**config.mk**
```make
export PLATFORM = sky130hd
export DESIGN_NAME = silhouette_shape_statistics_flat
export DESIGN_NICKNAME = d
export VERILOG_FILES = /design/src/sv/sss_pkg.sv /design/src/sv/sss_pix_if.sv /design/src/sv/sss_cfg_if.sv /design/src/sv/sss_res_if.sv /design/src/sv/sss_line_store.sv /design/src/sv/silhouette_shape_statistics.sv /design/src/flat_wrapper.sv
export SDC_FILE = /design/constraint.sdc
export NUM_CORES = 2
export LEC_CHECK = 0
export BUFFER_PORTS_ARGS = -buffer_cell sky130_fd_sc_hd__buf_2
export CAP_MARGIN = 10
export CELL_PAD_IN_SITES_DETAIL_PLACEMENT = 0
export CELL_PAD_IN_SITES_GLOBAL_PLACEMENT = 1
export CORE_UTILIZATION = 40
export DETAILED_ROUTE_END_ITERATION = 10
export HOLD_SLACK_MARGIN = 0.05
export PLACE_DENSITY = 0.63
export SETUP_SLACK_MARGIN = 0.3
export SLEW_MARGIN = 10
export SYNTH_ARGS = -nofsm -noshare
export SYNTH_HDL_FRONTEND = slang
export SYNTH_SLANG_ARGS = --single-unit
```
**constraint.sdc**
```tcl
create_clock -name clk -period 24.1 [get_ports clk]
set_input_delay 1.205 -clock clk [delete_from_list [all_inputs] [get_ports clk]]
set_output_delay 1.205 -clock clk [all_outputs]
set_load 0.01 [all_outputs]
```
**src/sv/sss_pkg.sv**
```systemverilog
`default_nettype none

package sss_pkg;

	localparam int MAX_WIDTH  = 1024;
	localparam int MAX_HEIGHT = 1024;

	localparam int XW  = $clog2(MAX_WIDTH);
	localparam int YW  = $clog2(MAX_HEIGHT);
	localparam int WSW = XW + 1;
	localparam int HSW = YW + 1;

	localparam int CFG_IDX_W  = 1;
	localparam int CFG_DATA_W = 11;

	localparam int COORD_W = 10;
	localparam int SUM_W   = 30;
	localparam int COUNT_W = 21;

	localparam logic [CFG_DATA_W-1:0] SIZE_RESET = CFG_DATA_W'(256);

	typedef enum logic [CFG_IDX_W-1:0] {
		REG_IMAGE_WIDTH  = 1'b0,
		REG_IMAGE_HEIGHT = 1'b1
	} sss_reg_t;

	// Access to the line store: one read and one write per cycle.
	typedef struct packed {
		logic          rd_en;
		logic [XW-1:0] rd_addr;
		logic          wr_en;
		logic [XW-1:0] wr_addr;
		logic [1:0]    wr_data;
	} sss_ls_req_t;

endpackage

`default_nettype wire

```
**src/sv/sss_pix_if.sv**
```systemverilog
`default_nettype none

interface sss_pix_if;
	logic       valid;
	logic       ready;
	logic [7:0] mask_byte;

	modport source (output valid, output mask_byte, input ready);
	modport sink (input valid, input mask_byte, output ready);
endinterface

`default_nettype wire

```
**src/sv/sss_cfg_if.sv**
```systemverilog
`default_nettype none

interface sss_cfg_if
	import sss_pkg::*;
();
	logic                  valid;
	logic                  ready;
	logic [CFG_IDX_W-1:0]  index;
	logic [CFG_DATA_W-1:0] data;

	modport source (output valid, output index, output data, input ready);
	modport sink (input valid, input index, input data, output ready);
endinterface

`default_nettype wire

```
**src/sv/sss_res_if.sv**
```systemverilog
`default_nettype none

interface sss_res_if
	import sss_pkg::*;
();
	logic               valid;
	logic               ready;
	logic               frame_empty;
	logic [COORD_W-1:0] box_min_x;
	logic [COORD_W-1:0] box_max_x;
	logic [COORD_W-1:0] box_min_y;
	logic [COORD_W-1:0] box_max_y;
	logic [SUM_W-1:0]   column_sum;
	logic [SUM_W-1:0]   row_sum;
	logic [COUNT_W-1:0] area_count;
	logic [COUNT_W-1:0] edge_count;

	modport source (
		output valid, output frame_empty, output box_min_x, output box_max_x,
		output box_min_y, output box_max_y, output column_sum, output row_sum,
		output area_count, output edge_count, input ready
	);
	modport sink (
		input valid, input frame_empty, input box_min_x, input box_max_x,
		input box_min_y, input box_max_y, input column_sum, input row_sum,
		input area_count, input edge_count, output ready
	);
endinterface

`default_nettype wire

```
**src/sv/sss_line_store.sv**
```systemverilog
`default_nettype none

module sss_line_store
	import sss_pkg::*;
(
	input  wire logic        clk,
	input  wire sss_ls_req_t req,
	output logic [1:0]       rd_data
);

	// Bit 0 holds the row one back, bit 1 the row two back.
	logic [1:0] mem [MAX_WIDTH];
	logic [1:0] rd_q;

	always_ff @(posedge clk) begin
		if (req.wr_en) begin
			mem[req.wr_addr] <= req.wr_data;
		end
	end

	always_ff @(posedge clk) begin
		if (req.rd_en) begin
			rd_q <= mem[req.rd_addr];
		end
	end

	assign rd_data = rd_q;

endmodule

`default_nettype wire

```
**src/sv/silhouette_shape_statistics.sv**
```systemverilog
`default_nettype none

// Channel | Role | Payload                                      | Request when
// pix     | sink | mask_byte                                    | valid && ready
// cfg     | sink | index, data (image_width, image_height)      | valid && ready
// res     | src  | frame_empty, box, column/row sums, counts    | valid && ready
//
// One pixel is taken every cycle; the line store has one read and one write port.
// The result is loaded into the output register from the s1 stage registers of the last pixel.
// The line store is not cleared at reset; entries read before they are written never
// reach a result.
// Input stalls only on a last pixel while the previous result is still untaken.

module silhouette_shape_statistics
	import sss_pkg::*;
(
	input  wire logic clk,
	input  wire logic arst_n,
	sss_pix_if.sink   pix,
	sss_cfg_if.sink   cfg,
	sss_res_if.source res
);

	logic [CFG_DATA_W-1:0] width_q;
	logic [CFG_DATA_W-1:0] height_q;
	logic [WSW-1:0]        w_eff;
	logic [HSW-1:0]        h_eff;

	logic [XW-1:0] col_q;
	logic [YW-1:0] row_q;
	logic          last_col;
	logic          last_row;
	logic          pix_acc;

	logic          v_s1;
	logic          cur_s1;
	logic [XW-1:0] x_s1;
	logic [YW-1:0] y_s1;
	logic          lastc_s1;
	logic          lastr_s1;

	sss_ls_req_t ls_req;
	logic [1:0]  ls_rd;

	logic prev_above_q;
	logic prev_two_above_q;
	logic prev_cur_q;
	logic prev_prev_above_q;

	logic [XW-1:0]      minx_q;
	logic [XW-1:0]      maxx_q;
	logic [YW-1:0]      miny_q;
	logic [YW-1:0]      maxy_q;
	logic [SUM_W-1:0]   xsum_q;
	logic [SUM_W-1:0]   ysum_q;
	logic [COUNT_W-1:0] area_q;
	logic [COUNT_W-1:0] edge_q;

	logic [XW-1:0]      minx_d;
	logic [XW-1:0]      maxx_d;
	logic [YW-1:0]      miny_d;
	logic [YW-1:0]      maxy_d;
	logic [SUM_W-1:0]   xsum_d;
	logic [SUM_W-1:0]   ysum_d;
	logic [COUNT_W-1:0] area_d;
	logic [COUNT_W-1:0] edge_d;

	logic       above;
	logic       two_above;
	logic       on_border;
	logic       inner_edge;
	logic       first_fg;
	logic [1:0] edge_inc;
	logic       frame_end_s1;

	logic res_valid_q;

	// Configuration.
	assign cfg.ready = 1'b1;

	always_ff @(posedge clk or negedge arst_n) begin
		if (!arst_n) begin
			width_q  <= SIZE_RESET;
			height_q <= SIZE_RESET;
		end else if (cfg.valid) begin
			case (cfg.index)
				REG_IMAGE_WIDTH:  width_q  <= cfg.data;
				REG_IMAGE_HEIGHT: height_q <= cfg.data;
				default: ;
			endcase
		end
	end

	always_comb begin
		if (int'(width_q) < 2) begin
			w_eff = WSW'(2);
		end else if (int'(width_q) > MAX_WIDTH) begin
			w_eff = WSW'(MAX_WIDTH);
		end else begin
			w_eff = WSW'(width_q);
		end
		if (int'(height_q) < 2) begin
			h_eff = HSW'(2);
		end else if (int'(height_q) > MAX_HEIGHT) begin
			h_eff = HSW'(MAX_HEIGHT);
		end else begin
			h_eff = HSW'(height_q);
		end
	end

	// Position and line store read.
	assign last_col  = {1'b0, col_q} >= (w_eff - WSW'(1));
	assign last_row  = {1'b0, row_q} >= (h_eff - HSW'(1));
	assign pix.ready = !(last_col && last_row && res_valid_q && !res.ready);
	assign pix_acc   = pix.valid && pix.ready;

	always_ff @(posedge clk or negedge arst_n) begin
		if (!arst_n) begin
			col_q <= '0;
			row_q <= '0;
		end else if (pix_acc) begin
			if (last_col) begin
				col_q <= '0;
				row_q <= last_row ? '0 : row_q + YW'(1);
			end else begin
				col_q <= col_q + XW'(1);
			end
		end
	end

	always_ff @(posedge clk or negedge arst_n) begin
		if (!arst_n) begin
			v_s1 <= 1'b0;
		end else begin
			v_s1 <= pix_acc;
		end
	end

	always_ff @(posedge clk) begin
		if (pix_acc) begin
			cur_s1   <= pix.mask_byte != 8'd0;
			x_s1     <= col_q;
			y_s1     <= row_q;
			lastc_s1 <= last_col;
			lastr_s1 <= last_row;
		end
	end

	always_comb begin
		ls_req.rd_en   = pix_acc;
		ls_req.rd_addr = col_q;
		ls_req.wr_en   = v_s1;
		ls_req.wr_addr = x_s1;
		ls_req.wr_data = {ls_rd[0], cur_s1};
	end

	sss_line_store u_line_store (
		.clk     (clk),
		.req     (ls_req),
		.rd_data (ls_rd)
	);

	// Statistics update.
	always_comb begin
		above        = ls_rd[0];
		two_above    = ls_rd[1];
		frame_end_s1 = lastc_s1 && lastr_s1;
		first_fg     = area_q == '0;
		on_border    = (x_s1 == '0) || lastc_s1 || (y_s1 == '0) || lastr_s1;
		inner_edge   = (x_s1 > XW'(1)) && (y_s1 > YW'(1)) && prev_above_q &&
			(!prev_prev_above_q || !above || !prev_two_above_q || !prev_cur_q);
		edge_inc     = {1'b0, cur_s1 && on_border} + {1'b0, inner_edge};

		minx_d = minx_q;
		maxx_d = maxx_q;
		miny_d = miny_q;
		maxy_d = maxy_q;
		xsum_d = xsum_q;
		ysum_d = ysum_q;
		area_d = area_q;
		if (cur_s1) begin
			if (first_fg || x_s1 < minx_q) minx_d = x_s1;
			if (first_fg || x_s1 > maxx_q) maxx_d = x_s1;
			if (first_fg || y_s1 < miny_q) miny_d = y_s1;
			if (first_fg || y_s1 > maxy_q) maxy_d = y_s1;
			xsum_d = xsum_q + SUM_W'(x_s1);
			ysum_d = ysum_q + SUM_W'(y_s1);
			area_d = area_q + COUNT_W'(1);
		end
		edge_d = edge_q + COUNT_W'(edge_inc);
	end

	always_ff @(posedge clk or negedge arst_n) begin
		if (!arst_n) begin
			minx_q            <= '0;
			maxx_q            <= '0;
			miny_q            <= '0;
			maxy_q            <= '0;
			xsum_q            <= '0;
			ysum_q            <= '0;
			area_q            <= '0;
			edge_q            <= '0;
			prev_above_q      <= 1'b0;
			prev_two_above_q  <= 1'b0;
			prev_cur_q        <= 1'b0;
			prev_prev_above_q <= 1'b0;
		end else if (v_s1) begin
			if (frame_end_s1) begin
				minx_q            <= '0;
				maxx_q            <= '0;
				miny_q            <= '0;
				maxy_q            <= '0;
				xsum_q            <= '0;
				ysum_q            <= '0;
				area_q            <= '0;
				edge_q            <= '0;
				prev_above_q      <= 1'b0;
				prev_two_above_q  <= 1'b0;
				prev_cur_q        <= 1'b0;
				prev_prev_above_q <= 1'b0;
			end else begin
				minx_q            <= minx_d;
				maxx_q            <= maxx_d;
				miny_q            <= miny_d;
				maxy_q            <= maxy_d;
				xsum_q            <= xsum_d;
				ysum_q            <= ysum_d;
				area_q            <= area_d;
				edge_q            <= edge_d;
				prev_prev_above_q <= prev_above_q;
				prev_above_q      <= above;
				prev_two_above_q  <= two_above;
				prev_cur_q        <= cur_s1;
			end
		end
	end

	// Result register.
	always_ff @(posedge clk or negedge arst_n) begin
		if (!arst_n) begin
			res_valid_q <= 1'b0;
		end else if (v_s1 && frame_end_s1) begin
			res_valid_q <= 1'b1;
		end else if (res.ready) begin
			res_valid_q <= 1'b0;
		end
	end

	always_ff @(posedge clk) begin
		if (v_s1 && frame_end_s1) begin
			if (area_d == '0) begin
				res.frame_empty <= 1'b1;
				res.box_min_x   <= '0;
				res.box_max_x   <= '0;
				res.box_min_y   <= '0;
				res.box_max_y   <= '0;
				res.column_sum  <= '0;
				res.row_sum     <= '0;
				res.area_count  <= '0;
				res.edge_count  <= '0;
			end else begin
				res.frame_empty <= 1'b0;
				res.box_min_x   <= COORD_W'(minx_d);
				res.box_max_x   <= COORD_W'(maxx_d);
				res.box_min_y   <= COORD_W'(miny_d);
				res.box_max_y   <= COORD_W'(maxy_d);
				res.column_sum  <= xsum_d;
				res.row_sum     <= ysum_d;
				res.area_count  <= area_d;
				res.edge_count  <= edge_d;
			end
		end
	end

	assign res.valid = res_valid_q;

	// The output register is free whenever a frame completes.
	a_no_overwrite: assert property (@(posedge clk) disable iff (!arst_n)
		(v_s1 && frame_end_s1) |-> !res_valid_q)
		else $error("result register overwritten before it was taken");

	a_empty_flag: assert property (@(posedge clk) disable iff (!arst_n)
		res.valid |-> (res.frame_empty == (res.area_count == '0)))
		else $error("empty flag disagrees with area count");

	a_box_order: assert property (@(posedge clk) disable iff (!arst_n)
		(res.valid && !res.frame_empty) |->
		(res.box_min_x <= res.box_max_x && res.box_min_y <= res.box_max_y))
		else $error("bounding box corners out of order");

endmodule

`default_nettype wire

```
**src/flat_wrapper.sv**
```systemverilog
// flat-port wrapper written by rule: the top's interface ports become plain ports
module silhouette_shape_statistics_flat import sss_pkg::*;
  (clk, arst_n, pix_valid, pix_mask_byte, pix_ready, cfg_valid, cfg_index, cfg_data, cfg_ready, res_valid, res_frame_empty, res_box_min_x, res_box_max_x, res_box_min_y, res_box_max_y, res_column_sum, res_row_sum, res_area_count, res_edge_count, res_ready);
  sss_pix_if pix_i ();
  sss_cfg_if cfg_i ();
  sss_res_if res_i ();
  input  wire logic clk;
  input  wire logic arst_n;
  input wire logic [$bits(pix_i.valid)-1:0] pix_valid;
  input wire logic [$bits(pix_i.mask_byte)-1:0] pix_mask_byte;
  output wire logic [$bits(pix_i.ready)-1:0] pix_ready;
  input wire logic [$bits(cfg_i.valid)-1:0] cfg_valid;
  input wire logic [$bits(cfg_i.index)-1:0] cfg_index;
  input wire logic [$bits(cfg_i.data)-1:0] cfg_data;
  output wire logic [$bits(cfg_i.ready)-1:0] cfg_ready;
  output wire logic [$bits(res_i.valid)-1:0] res_valid;
  output wire logic [$bits(res_i.frame_empty)-1:0] res_frame_empty;
  output wire logic [$bits(res_i.box_min_x)-1:0] res_box_min_x;
  output wire logic [$bits(res_i.box_max_x)-1:0] res_box_max_x;
  output wire logic [$bits(res_i.box_min_y)-1:0] res_box_min_y;
  output wire logic [$bits(res_i.box_max_y)-1:0] res_box_max_y;
  output wire logic [$bits(res_i.column_sum)-1:0] res_column_sum;
  output wire logic [$bits(res_i.row_sum)-1:0] res_row_sum;
  output wire logic [$bits(res_i.area_count)-1:0] res_area_count;
  output wire logic [$bits(res_i.edge_count)-1:0] res_edge_count;
  input wire logic [$bits(res_i.ready)-1:0] res_ready;
  assign pix_i.valid = pix_valid;
  assign pix_i.mask_byte = pix_mask_byte;
  assign pix_ready = pix_i.ready;
  assign cfg_i.valid = cfg_valid;
  assign cfg_i.index = cfg_index;
  assign cfg_i.data = cfg_data;
  assign cfg_ready = cfg_i.ready;
  assign res_valid = res_i.valid;
  assign res_frame_empty = res_i.frame_empty;
  assign res_box_min_x = res_i.box_min_x;
  assign res_box_max_x = res_i.box_max_x;
  assign res_box_min_y = res_i.box_min_y;
  assign res_box_max_y = res_i.box_max_y;
  assign res_column_sum = res_i.column_sum;
  assign res_row_sum = res_i.row_sum;
  assign res_area_count = res_i.area_count;
  assign res_edge_count = res_i.edge_count;
  assign res_i.ready = res_ready;
  silhouette_shape_statistics u_core (.clk(clk), .arst_n(arst_n), .pix(pix_i), .cfg(cfg_i), .res(res_i));
endmodule
```
# After elaboration in Yosys (flattened, before gate mapping)
# Memory sizes are Yosys's and may differ from the RTL's. A register that Yosys moved wholly into a read port is not among the register bits.
# Index checks and enable logic that the tools add are counted.
# word_totals
regBits	356
ram_bits	2048
out_inout_bits	146
wordCells	124
mem_count	1
# classes
n_addsub	9
n_lt_le_gt_ge	12
mux	34
bitwise_logic	1
reduce_logical	35
# memory_table
memory	words	width	rd	rd_clocked_by_memory_dff	wr	line_no	rtl
u_core.u_line_store.mem	1024	2	1	1	1	sss_line_store.sv:12	logic [1:0] mem [MAX_WIDTH];
# op_table
operator	n
$mux 10	14
$mux 30	4
$mux 21	3
$add 30x10->30	2
$mux 11	4
$logic_not 21->1	2
$ge 10x11->1	2
$gt 11x11->1 const B	2
$lt 11x2->1 const B	2
$sub 11x1->11 const B	2
$add 21x1->21 const B	1
$add 21x2->21	1
$add 10x1->10 const B	2
$gt 10x1->1 const B	2
$gt 10x10->1	2
$logic_not 10->1	2
$lt 10x10->1	2
$logic_and 1x1->1	10
$logic_or 1x1->1	10
$mux 1	9
$reduce_bool 8->1	1
$logic_not 1->1	6
$reduce_and 2->1	3
$add 1x1->2	1
2 further kinds	2

# Longest topological paths before layout
# logic_depth
word_depth	11
mapped_depth	18
mapped_depth_nobuf	16

# By module
# Synthesis repeated with hierarchy kept, for this count alone.
# hier_totals
hier_cells	6574
hier_area_um2	102619.7
# by_module_without_submodules
mod	n_inst	cells_each	area_per_inst_um2	seq_area_each_um2
sss_line_store	1	4793	83777.8	61559.0
silhouette_shape_statistics	1	1781	18841.8	9741.8

# Least setup slack after synthesis
# No wires, ideal clock.
# synth_path
path_type	flip-flop to flip-flop
start	reg u_core.cur_s1
end	reg u_core.res.column_sum[2] (data pin)
setup_ns	0.259
arrival_time_ns	16.614
setup_slack_ns	7.226
path_stages_with_launch	12
path_cell_list	edfxtp_1 > nand4_1 > xnor2_1 > or4_1 > nor3_1 > nand3_1 > nor4_1 > nand3_1 > nor4_2 > buf_2 > buf_4 > nor2_1
# synth_via
elab_chain_cells	2
word_cells_on_any_way	3
cone_classes	2 x mux; 1 x reduce/logical
# synth_rtl
element	line_no	rtl
start: declaration	silhouette_shape_statistics.sv:36	logic cur_s1;
start signal: assignment	silhouette_shape_statistics.sv:141	cur_s1 <= pix.mask_byte != 8'd0;
$mux 21	silhouette_shape_statistics.sv:181	if (cur_s1) begin
$logic_not 21->1	silhouette_shape_statistics.sv:251	if (area_d == '0) begin
end signal: assignment	silhouette_shape_statistics.sv:267	res.column_sum <= xsum_d;
end: declaration	sss_res_if.sv:20	output box_min_y, output box_max_y, output column_sum, output row_sum,
# Parallel ways exist; a longest one is shown, timed or not.
# A chain may end at the register's enable or synchronous reset.

# Final worst setup path
# layout_path
start	reg u_core.col_q[1]
end	reg u_core.u_line_store.rd_q[1] (netlist: u_core.u_line_store.rd_data[1]) (read register of u_core.u_line_store.mem) (data pin)
# layout_via
elab_chain_cells	6
# layout_rtl
element	line_no	rtl
start: declaration	silhouette_shape_statistics.sv:29	logic [XW-1:0] col_q;
start signal: assignment	silhouette_shape_statistics.sv:126	col_q <= col_q + XW'(1);
$ge 10x11->1	silhouette_shape_statistics.sv:112	assign last_col = {1'b0, col_q} >= (w_eff - WSW'(1));
$logic_and 1x1->1 (3 in a row)	silhouette_shape_statistics.sv:114	assign pix.ready = !(last_col && last_row && res_valid_q && !res.ready);
$logic_not 1->1	silhouette_shape_statistics.sv:114	
$logic_and 1x1->1	silhouette_shape_statistics.sv:115	assign pix_acc = pix.valid && pix.ready;
end: declaration	sss_line_store.sv:13	logic [1:0] rd_q;
# Parallel ways exist; a longest one is shown, timed or not.

==> impl_metrics.toml <==
[run_status]
status = "finished, violations left"
violations = "design-rule violations, max-capacitance violations, max-slew violations"

[timing]
relSlewSlack_pct = -0.873
clock.fmax_ghz = 0.153
setup_tns_ns = 0
tightest_slew_ns = 1.47
fin_hold_ws_ns = 0.352
worst_clock_skew_ns = 0.0720
hold_viol = 0
finalCriticalPeriod_ns = 6.53
rsz0062_at_grt = "false"
setup_viol = 0
layout_worst_path_cycle_share_pct = 27.1
slew_violations = 1

[setup_path]
cp-start-kind = "register"
max_stage_delay_ns = 1.30
cp_data_required_time_ns = 24.89
crit_path_end_kind = "register"
crit_family = "buffers and inverters"
worstPathArrival_ns = 7.32
cp_slowest_cell = "a2111oi_0"
path_cells = "buf_4 -> buf_4 -> buf_4 -> buf_4 -> mux4_2 -> mux4_2 -> nand2b_1 -> a311oi_1 -> a2111oi_0 -> o211ai_1 -> nand4_1"
path_buf_inv = 4
path_common_cell = "buf_4"
crit_type = "register to register"
worst-path-max-fanout = 55

[cells_and_area]
n_fill_cell = 21800
area.growth.synth_to_final_pct = 13.3
multi_input_area_sq_um = 28000
layout-drive-gt1-share_pct = 19.1
layout.nets = 6670
regArea_sq_um = 71300
instances_no_fill = 10100

[logic_synthesis]
syn_avg_cell_area_sq_um = 15.8
yosys.area.top_type = "edfxtp_1"
synthTopCellsByArea = "edfxtp_1 66%, mux4_2 10%, dfrtp_1 4.6%"
seq_area_frac_synth_pct = 70.4
yosysWarnings = 0
async_reset_ff_share_pct = 7.90
synth_top_area_share_pct = 65.7
syn_area_sq_um = 101000
syn_nets = 6524
synth.distinct_cells = 75
synth_flop_cell = "edfxtp_1"
synth-edff-count = 2216
netlist_instances = 6411
ys_ff_latch = 2406

[clocking]
cts-buffers-inserted = 276
clk_latency_ns = 0.94
cts-hold-fix-buffers = 0
cts_resized = 0
cts_tree = "done"
clk_pin_slew_ns = 0.06
post-cts-setup-buffers = 0
ctsHtreeMaxLevel = 5
clock-sinks = 2406
clockBufferDepth = 4
root_buffer = "clkbuf_16"

[floorplanning]
dieArea_sq_um = 255000
die_w_um = 505
start_util_pct = 40.3
die_h_um = 505
pin_count = 171
row_count = 184
core_sq_um = 251000

[placed_design]
placed_cells = 9623
gp_congestion = 0.817
portBuffers = 169
hpwl_um = 167000

[detailed_routing]
ant_nets = 0
drc = 112
via_per_inst = 5.88
wirelength_um = 301000
wl_per_cell_um = 29.8
drtIter0Drc = 7453
num_vias = 59400
firstDrtPassIters = 9

[global_routing]
grt_pass1_wl_um = 429000
grtUsageTotal_pct = 23.4
grt_max_degree = 221
grt.overflow.total = 0
antenna_found_initial = 23
grt_pass1_vias = 58600

[pwr]
ir_drop_mv = 0.0945
power.density_nw_per_um2 = 113
p_leak_uw = 0.0369

[job]
maxCapViolCount = 1

[min_path]
min_path_type = "primary input to asynchronous set/reset pin"
## sequential cells by signal (all words and copies together), names as in the netlist, 11 cells and up
| name | count |
|---|---|
| u_core.res.column_sum | 30 |
| u_core.edge_q | 21 |
| u_core.ysum_q | 30 |
| u_core.width_q | 11 |
| u_core.xsum_q | 30 |
| u_core.res.row_sum | 30 |
| u_core.u_line_store.mem | 2048 |
| u_core.height_q | 11 |
| u_core.res.edge_count | 21 |
| u_core.res.area_count | 21 |
| u_core.area_q | 21 |
## cells in the mapped netlist, drive strengths merged, types with 58 or more instances
master	number
mux2i	268
nor2	1230
o21ai	136
buf	192
a22o	74
clkbuf	284
inv	78
dfrtp	188
mux4	456
ha	85
nand3	82
a21oi	105
nand2	265
edfxtp	2216
xnor2	58
## cell type report
cell class	instances	share of cell area (%)
well taps	3348	3.65
multi-input cells	3447	24.4
inverters	82	0.277
repair buffers	344	1.95
diodes	9	0.0196
flip-flops and latches	2406	62.2
clock buffers	319	6.28
clock inverters	147	1.28
## metrics by stage
stage	utilization [%]	power (uW)	cell area, sq um	setup WS, ns
after floorplan	-	7860	101000	7.23
after global placement	42.1	8910	106000	17.66
after detailed placement	42.1	8930	106000	17.70
after CTS	45.6	13000	115000	17.54
after global routing	45.6	13400	115000	17.15
final	45.6	12900	115000	17.57
## power breakdown
part / leakage (uW) / internal (uW) / total (uW) / switching [uW]
Clock: 0.00426 / 2450 / 4110 / 1660
Combinational: 0.0105 / 1360 / 3670 / 2300
Sequential: 0.0221 / 5010 / 5170 / 168
Total: 0.0369 / 8820 / 12900 / 4130
## final timing paths
check                                       start                             end  slack (ns)  depth (start not counted)
worst min register to register  u_core.prev_cur_q               u_core.prev_cur_q        0.49                          1
max in group asynchronous                  arst_n                u_core.maxy_q[3]       21.73                          3
worst min-delay path                       arst_n               u_core.ysum_q[12]        0.35                          1
worst max-delay path              u_core.col_q[1]  u_core.u_line_store.rd_data[1]       17.57                         11
worst max register to register    u_core.col_q[1]  u_core.u_line_store.rd_data[1]       17.57                         11
min in group clk                u_core.prev_cur_q               u_core.prev_cur_q        0.49                          1
## worst register-to-register path: stages (launching register included)
cell	delay [ns]
dfrtp_4	0.63
buf_4	0.56
buf_4	0.75
buf_4	0.84
buf_4	0.85
mux4_2	0.38
mux4_2	0.28
nand2b_1	0.11
a311oi_1	0.19
a2111oi_0	1.30
o211ai_1	0.31
nand4_1	0.21
## metal layers
layer  vias to the layer above  GRT usage, %  routed length, um
li1                      25000             -                  -
met4                         0          6.77               8030
met2                      2718          36.9             142000
met3                       446          4.07              25800
met1                     31200          33.1             125000
met5                         -             0                  0
## layout by cell type, fill, tap and decap left out, types with 58 or more instances in the layout
| master | instances |
|---|---|
| mux4_2 | 456 |
| edfxtp_1 | 2216 |
| a22o_1 | 74 |
| nand3_1 | 68 |
| nor2_1 | 1223 |
| xnor2_1 | 58 |
| ha_1 | 85 |
| a21oi_1 | 104 |
| mux2i_1 | 268 |
| clkbuf_16 | 281 |
| nand2_1 | 243 |
| o21ai_0 | 129 |
| inv_1 | 73 |
| buf_2 | 168 |
| dfrtp_1 | 181 |
| buf_4 | 170 |
## kinds of logic (layout without fill, tap and decap cells)
family	count (synthesis)	count (layout)	synth area share (%)
other cells	1	10	0.00370
simple gates	1794	1794	7.30
fa+ha+maj	88	88	1.11
compound gates	714	714	4.91
xor+xnor	99	99	0.856
flops	2406	2406	70.4
buf+inv	558	892	2.30
mux	751	751	13.1
(Power assumes the default switching activity.)
